<file path="src/hw/rtl/cbhm_pkg.sv">
// Types, constants and constant-divide helpers for the health monitor.
`default_nettype none

package cbhm_pkg;

   typedef enum logic [1:0] {
      ST_HEALTHY   = 2'd0,
      ST_UNHEALTHY = 2'd1,
      ST_OPEN      = 2'd2
   } health_type;

   typedef enum logic [2:0] {
      OP_PROBE_PASS    = 3'd0,
      OP_PROBE_FAIL    = 3'd1,
      OP_REQUEST_DONE  = 3'd2,
      OP_TICK          = 3'd3,
      OP_METRICS_RESET = 3'd4
   } op_type;

   localparam logic [2:0] CSR_FAIL_THRESHOLD  = 3'd0;
   localparam logic [2:0] CSR_PROBES_NEEDED   = 3'd1;
   localparam logic [2:0] CSR_PROBE_TIMEOUT_S = 3'd2;
   localparam logic [2:0] CSR_ACCEPT_DELAY_S  = 3'd3;
   localparam logic [2:0] CSR_TOTAL_COST      = 3'd4;

   localparam logic [16:0] Q16_ONE  = 17'd65536;
   localparam logic [16:0] ERR_STEP = 17'd6554;
   localparam logic [20:0] LAT_REF  = 21'd1280000;
   localparam logic [15:0] COST_CAP = 16'd20000;

   // Exact floor division by a constant through a rounded-up reciprocal.
   localparam logic [28:0] DIV10_RECIP  = 29'd429496730;
   localparam int          DIV10_SHIFT  = 32;
   localparam logic [21:0] DIV20_RECIP  = 22'd3355444;
   localparam int          DIV20_SHIFT  = 26;
   localparam logic [26:0] DIV625_RECIP = 27'd109951163;
   localparam int          DIV625_SHIFT = 36;

   typedef struct packed {
      logic [7:0]  fail_threshold;
      logic [7:0]  probes_needed;
      logic [15:0] probe_timeout_s;
      logic [15:0] accept_delay_s;
      logic [15:0] total_cost;
   } cfg_type;

   typedef struct packed {
      health_type  health;
      logic [7:0]  fail_run;
      logic [7:0]  probe_passes;
      logic [15:0] open_seconds;
      logic        probe_flag;
      logic [23:0] latency_avg;
      logic [16:0] ok_rate;
      logic [16:0] err_rate;
   } monitor_state_type;

   typedef struct packed {
      monitor_state_type st;
      logic              is_request;
      logic              is_reset;
   } snap_type;

   typedef struct packed {
      health_type  status;
      logic        healthy;
      logic        accepts_requests;
      logic [15:0] retry_delay_s;
      logic        probe_requested;
      logic [7:0]  failure_count;
      logic [23:0] avg_latency;
      logic [16:0] pass_ratio;
      logic [16:0] fault_ratio;
      logic [16:0] perf_value;
      logic [16:0] spend_score;
   } rsp_type;

   localparam cfg_type CFG_RESET = '{
      fail_threshold:  8'd5,
      probes_needed:   8'd3,
      probe_timeout_s: 16'd60,
      accept_delay_s:  16'd300,
      total_cost:      16'd0
   };

   localparam monitor_state_type STATE_RESET = '{
      health:       ST_HEALTHY,
      fail_run:     8'd0,
      probe_passes: 8'd0,
      open_seconds: 16'd0,
      probe_flag:   1'b0,
      latency_avg:  24'd0,
      ok_rate:      Q16_ONE,
      err_rate:     17'd0
   };

   function automatic logic [23:0] div10(input logic [27:0] num);
      logic [56:0] prod;
      prod = 57'(num) * 57'(DIV10_RECIP);
      return 24'(prod >> DIV10_SHIFT);
   endfunction

   function automatic logic [16:0] div20(input logic [20:0] num);
      logic [42:0] prod;
      prod = 43'(num) * 43'(DIV20_RECIP);
      return 17'(prod >> DIV20_SHIFT);
   endfunction

   function automatic logic [16:0] div625(input logic [25:0] num);
      logic [52:0] prod;
      prod = 53'(num) * 53'(DIV625_RECIP);
      return 17'(prod >> DIV625_SHIFT);
   endfunction

endpackage

`default_nettype wire

</file>
<file path="src/hw/rtl/cbhm_scores.sv">
// Result assembly: retry delay, performance score and cost score.
`default_nettype none

module cbhm_scores import cbhm_pkg::*; (
   input  snap_type    snap,
   input  logic [16:0] perf_prev,
   input  cfg_type     cfg,
   output rsp_type     rsp
);

   logic        is_open;
   logic [15:0] delay_gap;
   logic [20:0] lat_gap;
   logic [25:0] perf_num;
   logic [14:0] cost_gap;
   logic [25:0] cost_num;

   always_comb begin
      is_open   = (snap.st.health == ST_OPEN);
      delay_gap = (cfg.accept_delay_s > snap.st.open_seconds) ?
                  cfg.accept_delay_s - snap.st.open_seconds : 16'd0;
      lat_gap   = (snap.st.latency_avg < 24'(LAT_REF)) ?
                  21'(24'(LAT_REF) - snap.st.latency_avg) : 21'd0;
      perf_num  = 26'(snap.st.ok_rate) * 26'd375 + 26'({lat_gap, 4'd0}) + 26'd312;
      cost_gap  = 15'(COST_CAP - cfg.total_cost);
      cost_num  = 26'({cost_gap, 11'd0}) + 26'd312;

      rsp.status           = snap.st.health;
      rsp.healthy          = (snap.st.health == ST_HEALTHY);
      rsp.accepts_requests = !is_open || (snap.st.open_seconds >= cfg.accept_delay_s);
      rsp.retry_delay_s    = !is_open ? 16'd0 : ((delay_gap == 16'd0) ? 16'd1 : delay_gap);
      rsp.probe_requested  = snap.st.probe_flag;
      rsp.failure_count    = snap.st.fail_run;
      rsp.avg_latency      = snap.st.latency_avg;
      rsp.pass_ratio       = snap.st.ok_rate;
      rsp.fault_ratio      = snap.st.err_rate;
      if (snap.is_request) begin
         rsp.perf_value = div625(perf_num);
      end else if (snap.is_reset) begin
         rsp.perf_value = Q16_ONE;
      end else begin
         rsp.perf_value = perf_prev;
      end
      rsp.spend_score = (cfg.total_cost >= COST_CAP) ? 17'd0 : div625(cost_num);
   end

endmodule

`default_nettype wire

</file>
<file path="config.mk">
export PLATFORM = sky130hd
export DESIGN_NAME = cbhm_scores
export DESIGN_NICKNAME = d
export VERILOG_FILES = /design/src/hw/rtl/cbhm_pkg.sv /design/src/hw/rtl/cbhm_scores.sv
export SDC_FILE = /design/constraint.sdc
export NUM_CORES = 2
export LEC_CHECK = 0
export BUFFER_PORTS_ARGS = -buffer_cell sky130_fd_sc_hd__buf_2
export CAP_MARGIN = 20
export CELL_PAD_IN_SITES_DETAIL_PLACEMENT = 1
export CELL_PAD_IN_SITES_GLOBAL_PLACEMENT = 1
export CORE_MARGIN = 2
export CORE_UTILIZATION = 53
export DETAILED_ROUTE_END_ITERATION = 10
export PLACE_DENSITY = 0.95
export SYNTH_ARGS = -nofsm -noshare
export SYNTH_HDL_FRONTEND = slang
export SYNTH_SLANG_ARGS = --single-unit
</file>
<file path="constraint.sdc">
create_clock -name vclk -period 44.5
set_clock_uncertainty 0.2 [all_clocks]
set_input_delay 4.45 -clock vclk [all_inputs]
set_output_delay 4.45 -clock vclk [all_outputs]
set_load 0.005 [all_outputs]
</file>
==> summary.md <==
| Metric | Value |
|---|---|
| Status | complete, no violations |
| Max FO, Critical Path | 16 |
| GP Congestion | 1.00 |
| Ports | 297 |
| # clk buffers | 0 |
| Mapped Area | 0.0267 mm² |
| Post-cts sizing count | 0 |
| Commonest non-fill, non-tap cell in the layout | inv_1 |
| Fin. Hold Viols | 0 |
| Crit Path Class | in2out |
| Die width | 228 µm |
| Die span in y | 228 µm |
| Residual DRC | 0 |
| Grt total ovfl | 0 |
| Crit path launch type | primary input |
| TNS Setup | 0 ns |
| Count of flip-flops and latches | 0 |
| ANT nets after route | 0 |
| Starting density of the core | 53.4% |
| Crit. Startpoint | snap[19] |
| Seq/Total Area, Yosys | 0% |
| Hold-fix buffer count after cts | 0 |
| Slew Limit Fails | 0 |
| Share of layout cells above drive strength 1 | 8.19% |
| Crit path top cell by count | fa_1 |
| Syn avg cell area | 9.48 µm² |
| # Post-CTS Setup Buffers | 0 |
| Yosys warnings | 0 |
| Multi-input gate area | 0.0224 mm² |
| Final HPWL DP | 79,900 µm |
| # rows | 82 |
| Most frequent cells in the layout | inv_1 (988), fa_1 (574), ha_1 (549) |
| Req. time, crit path | 39.85 ns |
| Slew headroom | 23.3% |
| Fmax | 43.2 MHz |
| Final wirelength | 86,500 µm |
| Core Area | 0.0500 mm² |
| Synth unique cells | 69 |
| Reg area | 0 µm² |
| Global Route Usage Sum | 33.9% |
| Critical Path End Type | output port |
| Drt via density | 5.59 |
| First-pass GRT wire length | 136,000 µm |
| Port buffer count | 205 |
| Vias | 20,300 |
| Die area | 0.0521 mm² |
| Area delta synth->final | 5.34% |
| Final setup fails | 0 |
| RSZ-0062 raised after global routing | false |
| Cells after Synth | 2,814 |
| Hold crit path type | in2out |
| Initial antenna violation count | 1 |
| Detailed Routing Iterations Pass 1 | 5 |
| Number of global-route vias before repair | 24,900 |
| Period utilization | 52.0% |
| Pin count of the biggest net entering global routing | 23 |
| Slowest-stage cell, CP | xnor2_1 |
| Syn Nets | 4,113 |
| Final min period | 23.13 ns |
| Crit path largest cell delay | 0.71 ns |
| Layout fillers | 5,810 |
| Worst-Margin Slew | 1.14 ns |
| Drt first-iter violations | 1,092 |
| # nets final | 4,255 |
| HP Start | snap[12] |
| DR WL/cell | 23.8 µm |
| CP arrival | 18.48 ns |
| Max cap viols | 0 |
-- final timing paths --
kind,endpoint,slack (ns),depth (start not counted)
min,rsp[44],8.70,0
max,rsp[27],21.37,42
-- final cells by class --
type / count / area share [%]
inverters: 988 / 13.2
multi-input cells: 1747 / 79.8
diodes: 1 / 0.00891
well taps: 672 / 2.99
repair buffers: 219 / 4.03
-- worst max-delay path: cells and delay by family --
kind                     cells  cell delay [ns]
adder cells (fa/ha/maj)     13             6.15
AO/OA/AOI/OAI               12             3.51
XOR/XNOR                     3             1.32
AND/OR/NAND/NOR              5             1.55
buffers and inverters        9             1.49
-- stage by stage --
step           worst slack (ns)  area, µm²  utilization [%]  hold WS, ns  std cells
5_1_grt                   21.03      28100             56.2         8.70       3626
6_report                  21.37      28100             56.2         8.70       3627
2_1_floorplan             24.07      26700                -         8.73       2814
4_1_cts                   21.60      28100             56.2         8.70       3625
3_3_place_gp              22.34      28100             56.2         8.70       3625
3_5_place_dp              21.61      28100             56.2         8.70       3625
-- metal layers --
metal	routed length [µm]	vias to the layer above	share of wire, %	global-route usage (%)
met3	4530	336	5.2	4.04
met5	0	-	0	0
met2	45100	831	52	63.6
met1	31800	10400	37	37.6
li1	-	8668	-	-
met4	5090	0	5.9	17.3
-- synthesized netlist by cell type, types with 33 or more instances --
master	count	share of area, %
a21o_1	44	1.2
nand2_1	33	0.46
fa_1	574	43
a21oi_1	78	1.5
xnor2_1	71	2.3
inv_1	988	14
xor2_1	47	1.5
buf_4	69	1.9
nor2_1	94	1.3
ha_1	549	26
o21ai_0	35	0.66
-- logic make-up (layout without fill, tap and decap cells) --
| family | count (synthesis) | in the layout | share of synthesized area (%) |
|---|---|---|---|
| multiplexers | 3 | 3 | 0.122 |
| other | 0 | 1 | 0 |
| buffers and inverters | 1067 | 1207 | 16.0 |
| XOR/XNOR | 118 | 118 | 3.87 |
| AO/OA/AOI/OAI | 255 | 255 | 6.54 |
| adder cells (fa/ha/maj) | 1123 | 1123 | 68.8 |
| AND/OR/NAND/NOR | 248 | 248 | 4.64 |
Power is not shown: default switching activity piles up to over one toggle a cycle in this logic, so the estimate is an artifact.
